### src/sv/ecpb_pkg.sv
// Shared constants and types for the exact-match palette builder.
// No dependencies; every other file of the block imports this package.
package ecpb_pkg;

   // Default palette depth
   localparam int ECPB_PALETTE_SIZE = 256;

   // Pixel and result field widths
   localparam int ECPB_CHAN_W      = 8;
   localparam int ECPB_RGB_W       = 3 * ECPB_CHAN_W;
   localparam int ECPB_INDEX_OUT_W = 8;
   localparam int ECPB_COUNT_OUT_W = 9;

   // Control bits of a probe as it walks down the cell chain
   typedef struct packed {
      logic active;      // a pixel occupies this slot of the chain
      logic last_pixel;  // pixel closes the image
      logic found;       // matched or stored by an earlier cell
      logic fresh;       // stored as a new palette entry
      logic full;        // palette reached its size
   } probe_ctl_type;

endpackage

### src/sv/ecpb_cell.sv
// One palette cell: holds one entry and passes a probe to its right neighbor.
// Depends on ecpb_pkg for the probe control struct and widths.
module ecpb_cell #(
   parameter int PALETTE_SIZE = ecpb_pkg::ECPB_PALETTE_SIZE,
   parameter int CELL_INDEX   = 0,
   localparam int IDX_W = (PALETTE_SIZE > 1) ? $clog2(PALETTE_SIZE) : 1,
   localparam int CNT_W = $clog2(PALETTE_SIZE + 1)
) (
   input  logic                          clock,
   input  logic                          reset,
   input  logic                          advance,
   input  ecpb_pkg::probe_ctl_type       ctl_left,
   input  logic [ecpb_pkg::ECPB_RGB_W-1:0] rgb_left,
   input  logic [IDX_W-1:0]              index_left,
   input  logic [CNT_W-1:0]              count_left,
   output ecpb_pkg::probe_ctl_type       ctl_right,
   output logic [ecpb_pkg::ECPB_RGB_W-1:0] rgb_right,
   output logic [IDX_W-1:0]              index_right,
   output logic [CNT_W-1:0]              count_right
);
   import ecpb_pkg::*;

   localparam bit LAST_CELL = (CELL_INDEX == PALETTE_SIZE - 1);

   logic                  valid_ff, valid_in;
   logic [ECPB_RGB_W-1:0] color_ff, color_in;
   probe_ctl_type         ctl_ff, ctl_in;
   logic [ECPB_RGB_W-1:0] rgb_ff;
   logic [IDX_W-1:0]      index_ff, index_in;
   logic [CNT_W-1:0]      count_ff, count_in;
   logic                  seek;
   logic                  take;
   logic                  claim;

   // Compare against the stored entry, or claim this cell as the next free slot
   always_comb begin
      seek  = ctl_left.active && !ctl_left.found;
      take  = seek && valid_ff && (color_ff == rgb_left);
      claim = seek && !valid_ff;

      ctl_in   = ctl_left;
      index_in = index_left;
      count_in = count_left;

      if (take || claim) begin
         ctl_in.found = 1'b1;
         index_in     = IDX_W'(CELL_INDEX);
      end
      if (claim) begin
         ctl_in.fresh = 1'b1;
      end

      // Count every occupied entry the probe passes, its own included
      if (ctl_left.active && (valid_ff || claim)) begin
         count_in = count_left + CNT_W'(1);
      end

      // The final cell decides overflow: full before this pixel, or filled by it
      if (LAST_CELL && ctl_left.active) begin
         if (valid_ff) begin
            ctl_in.full  = 1'b1;
            ctl_in.fresh = 1'b0;
            index_in     = '0;
         end else if (claim) begin
            ctl_in.full = 1'b1;
         end
      end
   end

   // Update the entry: drop it once the closing pixel has passed
   always_comb begin
      valid_in = valid_ff;
      color_in = color_ff;
      if (ctl_left.active && ctl_left.last_pixel) begin
         valid_in = 1'b0;
      end else if (claim) begin
         valid_in = 1'b1;
      end
      if (claim) begin
         color_in = rgb_left;
      end
   end

   // Control registers
   always_ff @(posedge clock) begin
      if (reset) begin
         valid_ff <= 1'b0;
         ctl_ff   <= '0;
      end else if (advance) begin
         valid_ff <= valid_in;
         ctl_ff   <= ctl_in;
      end
   end

   // Payload registers
   always_ff @(posedge clock) begin
      if (advance) begin
         color_ff <= color_in;
         rgb_ff   <= rgb_left;
         index_ff <= index_in;
         count_ff <= count_in;
      end
   end

   assign ctl_right   = ctl_ff;
   assign rgb_right   = rgb_ff;
   assign index_right = index_ff;
   assign count_right = count_ff;

endmodule

### config.mk
export PLATFORM = sky130hd
export DESIGN_NAME = ecpb_cell
export DESIGN_NICKNAME = d
export VERILOG_FILES = /design/src/sv/ecpb_pkg.sv /design/src/sv/ecpb_cell.sv
export SDC_FILE = /design/constraint.sdc
export NUM_CORES = 1
export LEC_CHECK = 0
export BUFFER_PORTS_ARGS = -buffer_cell sky130_fd_sc_hd__buf_2
export CORE_MARGIN = 3
export CORE_UTILIZATION = 49
export CTS_CLUSTER_DIAMETER = 40
export DETAILED_ROUTE_END_ITERATION = 10
export GPL_TIMING_DRIVEN = 0
export MAX_ROUTING_LAYER = met4
export PLACE_DENSITY = 0.86
export SYNTH_ARGS = -nofsm -noshare
export SYNTH_HDL_FRONTEND = slang
export SYNTH_SLANG_ARGS = --single-unit
### constraint.sdc
create_clock -name clock -period 2.05 [get_ports clock]
set_input_delay 0.41 -clock clock [delete_from_list [all_inputs] [get_ports clock]]
set_output_delay 0.41 -clock clock [all_outputs]
set_load 0.02 [all_outputs]
After elaboration in Yosys (flattened, before gate mapping)
Cells that the tools add are included.
{"block": "totals", "register_bits": 71, "inputBits": 49, "out_inout_bits": 46, "elab_cells": 30}
{"block": "classes", "n_addsub": 1, "n_eq_ne": 1, "mux": 5, "reduce_logical": 13}
{"cell": "24-bit equality test", "n": 1}
{"cell": "9-bit by 1-bit adder with 9-bit output, second input constant", "n": 1}
{"cell": "9-bit two-way mux", "n": 1}
{"cell": "1-bit logical AND", "n": 6}
{"cell": "1-bit two-way mux", "n": 4}
{"cell": "2-bit AND reduction", "n": 2}
{"cell": "1-bit logical NOT", "n": 2}
{"cell": "1-bit logical OR", "n": 2}
{"cell": "2-bit nonzero test", "n": 1}

Logic depth before layout (Yosys ltp)
Gate-level depths: netlist (run 1).
{"block": "depth", "ltp_word": 6, "ltp_mapped": 5, "ltp_nobuf": 5}

Worst setup path before layout (run 1)
No wires, ideal clock.
{"block": "synth_timing", "kind": "input port to flip-flop", "from": "input advance", "to": "register color_ff[0] (enable)", "setup_ns": 0.383, "t_arrival_ns": 1.459, "required_ns": 1.667, "setup_slack_ns": 0.208, "stages": 2, "n_path_buf": 1, "path_cell_list": "clkbuf_1 and3_1"}
{"block": "synth_between", "elab_chain_cells": 1}
{"item": "from (decl)", "line_no": "ecpb_cell.sv:11", "rtl": "input logic advance,"}
{"item": "2-bit AND reduction (no line)"}
{"item": "to (signal assigned)", "line_no": "ecpb_cell.sv:98", "rtl": "color_ff <= color_in;"}
{"item": "to (decl)", "line_no": "ecpb_cell.sv:26", "rtl": "logic [ECPB_RGB_W-1:0] color_ff, color_in;"}
No other way between the ends.
A chain may end at the register's enable or synchronous reset.

Final worst setup path (run 1)
{"block": "layout_timing", "from": "input advance", "to": "register color_ff[22] (enable)"}
The elaborated chain is that of the path after synthesis.

==> results.sh, run 1 <==
export IMPL_rsz0062_at_grt="no"
export IMPL_die_h_um=80.2
export IMPL_hold_buffers=0
export IMPL_yosys_warnings=0
export IMPL_numPlacedInstances=317
export IMPL_critPathArrivalTime_ns=1.84
export IMPL_routedWlPerCell_um=14.8
export IMPL_h_tree_depth=3
export IMPL_layout_nets=308
export IMPL_drive_gt1_share_pct=46.4
export IMPL_power_density_nw_per_um2=924
export IMPL_ir_drop_mv=0.579
export IMPL_first_iter_violations=80
export IMPL_cts_buffers=9
export IMPL_numClockSinks=71
export IMPL_final_util_pct=66.8
export IMPL_synthArstFlopShare_pct=0
export IMPL_post_route_min_period_ns=1.84
export IMPL_place_gp_congestion=0.710
export IMPL_root_buffer="clkbuf_8"
export IMPL_ant_nets=0
export IMPL_worstPathMaxFanout=42
export IMPL_max_freq_mhz=545
export IMPL_synth_flop_cell="edfxtp_1"
export IMPL_die_width_um=80.2
export IMPL_clkLatencyLatePin_ns=0.34
export IMPL_hpwl_mm=3.59
export IMPL_core_rowCount=26
export IMPL_cts_buffer_depth=2
export IMPL_via_count=1606
export IMPL_maxSlewHeadroom_pct=64.5
export IMPL_finalCritPeriodShare_pct=89.5
export IMPL_p_leak_nw=1.37
export IMPL_grt_max_degree=43
export IMPL_cts_tree="built"
export IMPL_n_fill_cell=382
export IMPL_viasPerCell=4.82
export IMPL_antenna_found_initial=0
export IMPL_endpoint_kind="flop"
export IMPL_core_um2=5200
export IMPL_fin_cells=333
export IMPL_firstDrtPassIters=4
export IMPL_netlist_instances=153
export IMPL_critPathLaunchType="input pin"
export IMPL_setup_tns_ns=0
export IMPL_grt_pass1_wl_mm=7.71
export IMPL_worst_setup_path_type="in -> reg"
export IMPL_io_buffers=94
export IMPL_drv_cap=0
export IMPL_antennaDiodeCount=0
export IMPL_synth_distinct_cells=28
export IMPL_fin_skew_ns=0.00652
export IMPL_grt_use_total_pct=16.7
export IMPL_r2r_cells=5
export IMPL_critical_path_required_ns=2.06
export IMPL_synth_edf_count=65
export IMPL_postSynthAreaPerCell_um2=17.6
export IMPL_grt_pass1_vias=1608
export IMPL_status="finished clean"
export IMPL_syn_area_um2=2700
export IMPL_seq_area_frac_synth_pct=76.8
export IMPL_area_growth_syn_to_layout_pct=28.8
export IMPL_cts_setup_buffers=0
export IMPL_drv_slew=0
export IMPL_wl_mm=4.94
export IMPL_finalHoldViolCount=0
export IMPL_synth_nets=203
export IMPL_p_total_mw=3.21
export IMPL_setup_violations=0
export IMPL_yosys_register_bits=71
export IMPL_drcViolationCount=0
export IMPL_hold_depth=1
export IMPL_start_util_pct=51.8
export IMPL_cts_clk_slew_worst_paths_ns=0.08
export IMPL_min_path_type="in -> reg"
export IMPL_tightest_slew_ns=0.532
export IMPL_die_area_um2=6430
export IMPL_gr_total_overflow=0
export IMPL_ios=95
[metal layers]
layer | track usage, % | vias up | part of all wire (%)
met4 | 7.60 | 0 | 1.6
met1 | 19.8 | 755 | 41
met3 | 4.60 | 8 | 6.9
li1 | - | 779 | -
met5 | - | - | 0
met2 | 26.7 | 64 | 50
[power breakdown]
part / total, mW / internal (mW) / switching (mW)
Clock: 1.18 / 0.681 / 0.503
Sequential: 1.69 / 1.67 / 0.0220
Combinational: 0.332 / 0.126 / 0.206
Total: 3.21 / 2.48 / 0.731
[registers in the layout, indices dropped and copies added (netlist names)]
name / count
ctl_right: 5
rgb_right: 24
valid_ff: 1
count_right: 9
color_ff: 24
index_right: 8
[layout make-up]
class	count	area, um^2	area share (%)
plain buffers	1	3.75	0.108
clock buffers	10	128	3.67
clock inverters	6	85.1	2.45
inverters	2	7.51	0.216
multi-input cells	79	619	17.8
flip-flops and latches	71	2070	59.6
well taps	70	87.6	2.52
repair buffers	94	473	13.6
[cell usage after synthesis, types with 2 or more instances]
cell / count / area (um^2)
and2_2: 8 / 60.1
nand2_1: 4 / 15.0
mux2i_1: 3 / 30.0
dfxtp_1: 6 / 120
edfxtp_1: 65 / 1950
xor2_1: 14 / 123
xnor2_1: 17 / 149
inv_1: 2 / 7.51
nor2_1: 8 / 30.0
and2_1: 2 / 12.5
nand4_1: 6 / 37.5
nor4_1: 2 / 12.5
[cells by family after synthesis]
family,after synthesis,synth area share [%]
DFF,71,76.8
and+or+nand+nor,36,7.84
xor gates and xnor gates,32,10.7
AOI/OAI and AO/OA,6,2.27
muxes,4,1.53
buffers and inverters,3,0.417
adders and majority gates,1,0.464
[layout by cell type, fill, tap and decap left out, drive strengths merged]
master / Yosys / routed
a211oi: 1 / 1
a21boi: 1 / 1
a311oi: 2 / 2
a31oi: 1 / 1
a41oi: 1 / 1
and2: 10 / 10
and3: 1 / 1
and4: 1 / 1
buf: 0 / 94
bufinv: 0 / 2
clkbuf: 1 / 11
clkinv: 0 / 3
clkinvlp: 0 / 1
dfxtp: 6 / 6
edfxtp: 65 / 65
ha: 1 / 1
inv: 2 / 2
mux2: 1 / 1
mux2i: 3 / 3
nand2: 4 / 4
nand3: 1 / 1
nand4: 6 / 6
nor2: 8 / 8
nor2b: 1 / 1
nor3: 1 / 1
nor4: 3 / 3
xnor2: 18 / 18
xor2: 14 / 14
[final timing paths]
kind	startpoint	slack, ns	endpoint
max	advance	0.21	color_ff[22]
min	rgb_left[23]	0.28	color_ff[23]
max reg2reg	color_ff[5]	0.22	index_right[1]
min reg2reg	ctl_right[1]	0.49	ctl_right[1]
[critical path: stages]
cell      delay, ns
buf_4          0.43
clkbuf_1       0.46
and3_4         0.52
[repair_timing]
| item | 4_1_cts | 5_1_grt |
|---|---|---|
| gates resized for setup | 2 | 1 |
| gates cloned | 0 | 0 |
| endpoints found under the setup margin | 24 | 24 |
| endpoints found under the hold margin | 0 | 0 |
[per-stage QoR]
step	setup WS [ns]	hold WS, ns	instance area [um^2]
floorplan	0.208	0.478	2700
global placement	-0.921	0.469	3260
detailed placement	-0.960	0.475	3260
CTS	0.0327	0.269	3470
global route	0.0406	0.271	3480
finish	0.215	0.279	3480
Note: power is estimated with default switching activity, not from simulation.
==> inputs of run 2 (changes only) <==
--- a/config.mk
+++ b/config.mk
@@ -5,6 +5,7 @@
 export SDC_FILE = /design/constraint.sdc
 export NUM_CORES = 1
 export LEC_CHECK = 0
+export ABC_CLOCK_PERIOD_IN_PS = 2050
 export BUFFER_PORTS_ARGS = -buffer_cell sky130_fd_sc_hd__buf_2
 export CORE_MARGIN = 3
 export CORE_UTILIZATION = 49
@@ -13,6 +14,7 @@
 export GPL_TIMING_DRIVEN = 0
 export MAX_ROUTING_LAYER = met4
 export PLACE_DENSITY = 0.86
+export RECOVER_POWER = 50
 export SYNTH_ARGS = -nofsm -noshare
 export SYNTH_HDL_FRONTEND = slang
 export SYNTH_SLANG_ARGS = --single-unit
==> results.sh, run 2 (synthesis results as in run 1) <==
export IMPL_status="finished clean"
export IMPL_power_density_nw_per_um2=930
export IMPL_min_path_type="in -> reg"
export IMPL_post_route_min_period_ns=1.84
export IMPL_io_buffers=94
export IMPL_die_h_um=80.2
export IMPL_wl_mm=4.94
export IMPL_area_growth_syn_to_layout_pct=27.6
export IMPL_hold_end="valid_ff"
export IMPL_rr_endpoint="index_right[1]"
export IMPL_hpwl_mm=3.59
export IMPL_drcViolationCount=0
export IMPL_finalHoldViolCount=0
export IMPL_drv_cap=0
export IMPL_cts_buffer_depth=2
export IMPL_die_area_um2=6430
export IMPL_placed_cell_area_um2=3260
export IMPL_core_rowCount=26
export IMPL_critPathArrivalTime_ns=1.85
export IMPL_numClockSinks=71
export IMPL_grt_use_total_pct=16.7
export IMPL_gr_total_overflow=0
export IMPL_antennaDiodeCount=0
export IMPL_fin_hold_ws_ns=0.285
export IMPL_core_um2=5200
export IMPL_via_count=1610
export IMPL_hold_buffers=0
export IMPL_r2r_cells=5
export IMPL_antenna_found_initial=0
export IMPL_numPlacedInstances=317
export IMPL_design_area_um2=3440
export IMPL_maxSlewHeadroom_pct=64.5
export IMPL_ant_nets=0
export IMPL_fin_cells=333
export IMPL_first_iter_violations=81
export IMPL_ir_drop_mv=0.553
export IMPL_max_freq_mhz=543
export IMPL_worstPathMaxFanout=42
export IMPL_finalCritPeriodShare_pct=89.9
export IMPL_worst_setup_path_type="in -> reg"
export IMPL_routedWlPerCell_um=14.8
export IMPL_r2r_slack_ns=0.22
export IMPL_clkLatencyLatePin_ns=0.34
export IMPL_rsz0062_at_grt="no"
export IMPL_grt_pass1_vias=1608
export IMPL_start_util_pct=51.8
export IMPL_die_width_um=80.2
export IMPL_layout_nets=308
export IMPL_cts_tree="built"
export IMPL_critical_path_required_ns=2.06
export IMPL_cts_clk_slew_worst_paths_ns=0.07
export IMPL_viasPerCell=4.83
export IMPL_setup_violations=0
export IMPL_r2r_start="color_ff[5]"
export IMPL_endpoint_kind="flop"
export IMPL_h_tree_depth=3
export IMPL_cts_buffers=9
export IMPL_firstDrtPassIters=4
export IMPL_drive_gt1_share_pct=36.5
export IMPL_grt_pass1_wl_mm=7.71
export IMPL_ios=95
export IMPL_hold_start="ctl_left[3]"
export IMPL_grt_max_degree=43
export IMPL_place_gp_congestion=0.710
export IMPL_p_leak_nw=1.30
export IMPL_drv_slew=0
export IMPL_fin_skew_ns=0.00658
export IMPL_root_buffer="clkbuf_8"
export IMPL_layout_commonest_cell="buf_2"
export IMPL_critPathLaunchType="input pin"
export IMPL_mostFrequentLayoutCells="67 x buf_2, 65 x edfxtp_1, 28 x clkbuf_1"
export IMPL_hold_depth=2
export IMPL_tightest_slew_ns=0.532
==> run 2: how the worst max path moves through the flow <==
stage / start / to / slack (ns) / cells past startpoint
after floorplan: advance / color_ff[0] / 0.21 / 2
after global placement: advance / color_ff[12] / -0.92 / 3
after detailed placement: advance / color_ff[16] / -0.96 / 3
after CTS: advance / color_ff[20] / 0.03 / 3
after global routing: advance / color_ff[20] / 0.04 / 3
final: advance / color_ff[22] / 0.21 / 3
==> run 2: metal layers <==
| metal | wire [um] | track usage (%) |
|---|---|---|
| met5 | 0 | - |
| met3 | 347 | 4.60 |
| met2 | 2480 | 26.7 |
| met4 | 79 | 7.60 |
| met1 | 2040 | 19.8 |
==> run 2: per-stage QoR <==
step                util (%)  total power, mW  setup TNS, ns  setup WS (ns)
floorplan                  -             1.90              0          0.208
global placement        62.5             2.05         -22.07         -0.921
detailed placement      62.5             2.06         -23.03         -0.960
CTS                     66.7             3.24              0         0.0327
global route            66.2             3.33              0         0.0406
finish                  66.2             3.20              0          0.208
==> run 2: repair_timing <==
action,4_1_cts,5_1_grt
endpoints found under the setup margin,24,24
setup buffers,0,0
resized for setup,2,1
pin swaps,0,0
hold endpoints to repair,0,0
==> run 2: cell type report <==
type | instances | area, um^2
multi-input combinational | 79 | 619
tap | 70 | 87.6
buffer | 1 | 3.75
sequential | 71 | 2070
inverter | 2 | 7.51
clock buffer | 10 | 128
fill | 404 | 1760
timing repair buffer | 94 | 440
clock inverter | 6 | 85.1
==> run 2: power by group <==
part           switching (mW)  internal, mW
registers              0.0220          1.67
logic                   0.206         0.119
clock network           0.502         0.681
total                   0.729          2.47
==> run 2: worst max-delay path, cell delays in order <==
cell and delay [ns]:
buf_4 0.43, clkbuf_1 0.46, and3_4 0.52
==> inputs of run 3 (changes only) <==
--- a/config.mk
+++ b/config.mk
@@ -5,11 +5,11 @@
 export SDC_FILE = /design/constraint.sdc
 export NUM_CORES = 1
 export LEC_CHECK = 0
+export ABC_AREA = 1
 export ABC_CLOCK_PERIOD_IN_PS = 2050
 export BUFFER_PORTS_ARGS = -buffer_cell sky130_fd_sc_hd__buf_2
 export CORE_MARGIN = 3
-export CORE_UTILIZATION = 49
-export CTS_CLUSTER_DIAMETER = 40
+export CORE_UTILIZATION = 50
 export DETAILED_ROUTE_END_ITERATION = 10
 export GPL_TIMING_DRIVEN = 0
 export MAX_ROUTING_LAYER = met4
==> results.sh, run 3 <==
export IMPL_hold_depth=2
export IMPL_setup_tns_ns=0
export IMPL_ir_drop_mv=0.493
export IMPL_finalHoldViolCount=0
export IMPL_place_gp_congestion=0.683
export IMPL_synth_area_mux_share_pct=0.388
export IMPL_yosys_area_share_simple_pct=15.1
export IMPL_p_switching_mw=0.745
export IMPL_yosys_warnings=0
export IMPL_n_fill_cell=481
export IMPL_synth_distinct_cells=21
export IMPL_setup_violations=0
export IMPL_synth_edf_count=65
export IMPL_tightest_slew_ns=0.772
export IMPL_yosys_area_top_type_share_pct=67.2
export IMPL_synthAdderAreaFrac_pct=0.431
export IMPL_clkPwrFrac_pct=33.5
export IMPL_layout_nets=400
export IMPL_h_tree_depth=3
export IMPL_rsz0062_at_grt="no"
export IMPL_drv_cap=0
export IMPL_start_util_pct=52.1
export IMPL_layout_commonest_cell="buf_2"
export IMPL_numPlacedInstances=411
export IMPL_cts_buffer_depth=2
export IMPL_synth_compound_area_share_pct=2.63
export IMPL_drv_slew=0
export IMPL_core_um2=5570
export IMPL_hold_start="reset"
export IMPL_path_cells="buf_4, inv_1, nor2_4"
export IMPL_dp_worst_setup_slack_ns=-1.08
export IMPL_gr_total_overflow=0
export IMPL_core_rowCount=27
export IMPL_wl_mm=5.53
export IMPL_die_width_um=82.2
export IMPL_area_growth_syn_to_layout_pct=25.0
export IMPL_firstDrtPassIters=4
export IMPL_die_h_um=82.2
export IMPL_hold_end="ctl_right[3]"
export IMPL_drcViolationCount=0
export IMPL_synth_flop_cell="edfxtp_1"
export IMPL_min_path_type="in -> reg"
export IMPL_design_area_um2=3630
export IMPL_grt_pass1_vias=2016
export IMPL_critical_path_required_ns=2.01
export IMPL_synth_nets=295
export IMPL_ys_top_cells_by_area="edfxtp_1 67%, inv_1 5.9%, nand2_1 5.9%, dfxtp_1 4.1%, nor2_1 3.6%"
export IMPL_worstPathMaxFanout=48
export IMPL_crit_slowest_cell="nor2_4"
export IMPL_postSynthAreaPerCell_um2=11.9
export IMPL_switching_share_pct=24.2
export IMPL_numClockSinks=71
export IMPL_endpoint_kind="flop"
export IMPL_p_int_mw=2.33
export IMPL_r2r_start="valid_ff"
export IMPL_cts_setup_buffers=0
export IMPL_first_iter_violations=64
export IMPL_hpwl_mm=4.02
export IMPL_grt_max_degree=49
export IMPL_drive_gt1_share_pct=29.3
export IMPL_cts_buffers=9
export IMPL_die_area_um2=6760
export IMPL_rr_endpoint="color_ff[1]"
export IMPL_seq_area_frac_synth_pct=71.3
export IMPL_p_leak_nw=1.62
export IMPL_r2r_cells=3
export IMPL_grt_pass1_wl_mm=8.80
export IMPL_yosys_top_cells_count="65 x edfxtp_1, 46 x inv_1, 46 x nand2_1"
export IMPL_ios=95
export IMPL_comb_power_share_pct=11.3
export IMPL_cpPeakStageDelay_ns=0.68
export IMPL_maxSlewHeadroom_pct=48.4
export IMPL_cts_clk_slew_worst_paths_ns=0.07
export IMPL_critPathLaunchType="input pin"
export IMPL_synthArstFlopShare_pct=0
export IMPL_placed_cell_area_um2=3470
export IMPL_antennaDiodeCount=0
export IMPL_fin_skew_ns=0.00780
export IMPL_max_freq_mhz=523
export IMPL_via_count=2003
export IMPL_netlist_instances=245
export IMPL_worst_setup_path_type="in -> reg"
export IMPL_finalCritPeriodShare_pct=93.2
export IMPL_fin_cells=427
export IMPL_viasPerCell=4.69
export IMPL_synth_top_family_by_area="simple AND/OR/NAND/NOR gates"
export IMPL_routedWlPerCell_um=12.9
export IMPL_synth_most_common_cell="edfxtp_1"
export IMPL_syn_area_um2=2900
export IMPL_synth_xor_area_share_pct=3.92
export IMPL_fin_ws_ns=0.139
export IMPL_yosys_register_bits=71
export IMPL_mostFrequentLayoutCells="69 x buf_2, 65 x edfxtp_1, 46 x inv_1, 46 x nand2_1, 27 x nor2_1"
export IMPL_root_buffer="clkbuf_8"
export IMPL_post_route_min_period_ns=1.91
export IMPL_ant_nets=0
export IMPL_r2r_slack_ns=0.47
export IMPL_antenna_found_initial=0
export IMPL_power_density_nw_per_um2=848
export IMPL_clkLatencyLatePin_ns=0.33
export IMPL_critPathArrivalTime_ns=1.87
export IMPL_seqPwrFrac_pct=55.2
export IMPL_synth_area_leader_cell="edfxtp_1"
export IMPL_io_buffers=94
export IMPL_status="finished clean"
export IMPL_grt_use_total_pct=18.2
export IMPL_cts_tree="built"
==> run 3: cell types whose count changed in the layout (fill, tap and decap cells not counted), moves of 4 or more <==
cell	delta
inv_1	+44
nand2_1	+42
nor2_1	+19
xnor2_1	-11
nor2_2	+10
and2_2	-8
xor2_1	-7
nand3_1	+5
nand4_1	-5
o21ai_1	+5
o21ai_0	+4
==> run 3: worst max-delay path by stage <==
stage	start	end	slack, ns	depth (start not counted)
finish	advance	color_ff[1]	0.14	3
global placement	advance	color_ff[18]	-0.93	3
detailed placement	advance	color_ff[20]	-1.08	3
CTS	advance	color_ff[1]	0.12	3
global route	advance	color_ff[1]	0.008	3
floorplan	ctl_left[2]	color_ff[0]	0.26	5
==> run 3: what timing repair did <==
item	4_1_cts	5_1_grt
hold buffers	0	0
resized for setup	2	0
endpoints found under the setup margin	25	0
==> run 3: logic make-up after synthesis <==
logic type	count (synthesis)
multiplexers	1
flip-flops	71
buffers and inverters	48
XOR/XNOR	13
adder cells (fa/ha/maj)	1
AND/OR/NAND/NOR	97
AO/OA/AOI/OAI	14
==> run 3: layer usage <==
metal  vias up  global-route usage (%)  part of all wire [%]
li1       1001                       -                     -
met1       915                    20.7                    41
met2        77                    29.2                    49
met3        10                    5.53                   7.7
met4         0                    8.97                   1.9
met5         -                       -                     0
==> run 3: worst max-delay path, delay by kind of cell <==
family                 cells  cell delay, ns
AND/OR/NAND/NOR            1            0.68
buffers and inverters      2            0.77
==> run 3: metrics by stage <==
| stage | utilization, % | total power, mW | hold WS (ns) |
|---|---|---|---|
| after floorplan | - | 1.92 | 0.479 |
| after global placement | 62.2 | 2.07 | 0.448 |
| after CTS | 65.7 | 3.12 | 0.262 |
| final | 65.1 | 3.08 | 0.280 |
| after detailed placement | 62.2 | 2.09 | 0.453 |
| after global routing | 65.1 | 3.21 | 0.275 |
==> run 3: area by class of cell <==
| cell class | count | area, um^2 | share of cell area, % |
|---|---|---|---|
| Clock buffer | 13 | 170 | 4.69 |
| Clock inverter | 3 | 16.3 | 0.448 |
| Inverter | 48 | 180 | 4.96 |
| Multi-Input combinational cell | 126 | 659 | 18.2 |
| Sequential cell | 71 | 2070 | 57.1 |
| Tap cell | 72 | 90.1 | 2.48 |
| Timing Repair Buffer | 94 | 443 | 12.2 |
==> run 3: power by group through the flow <==
stage / registers, mW / logic (mW) / clock network, mW
6_report: 1.70 / 0.348 / 1.03
5_1_grt: 1.71 / 0.386 / 1.12
4_1_cts: 1.70 / 0.360 / 1.06
3_5_place_dp: 1.73 / 0.358 / 0
3_3_place_gp: 1.73 / 0.344 / 0
2_1_floorplan: 1.82 / 0.0948 / 0
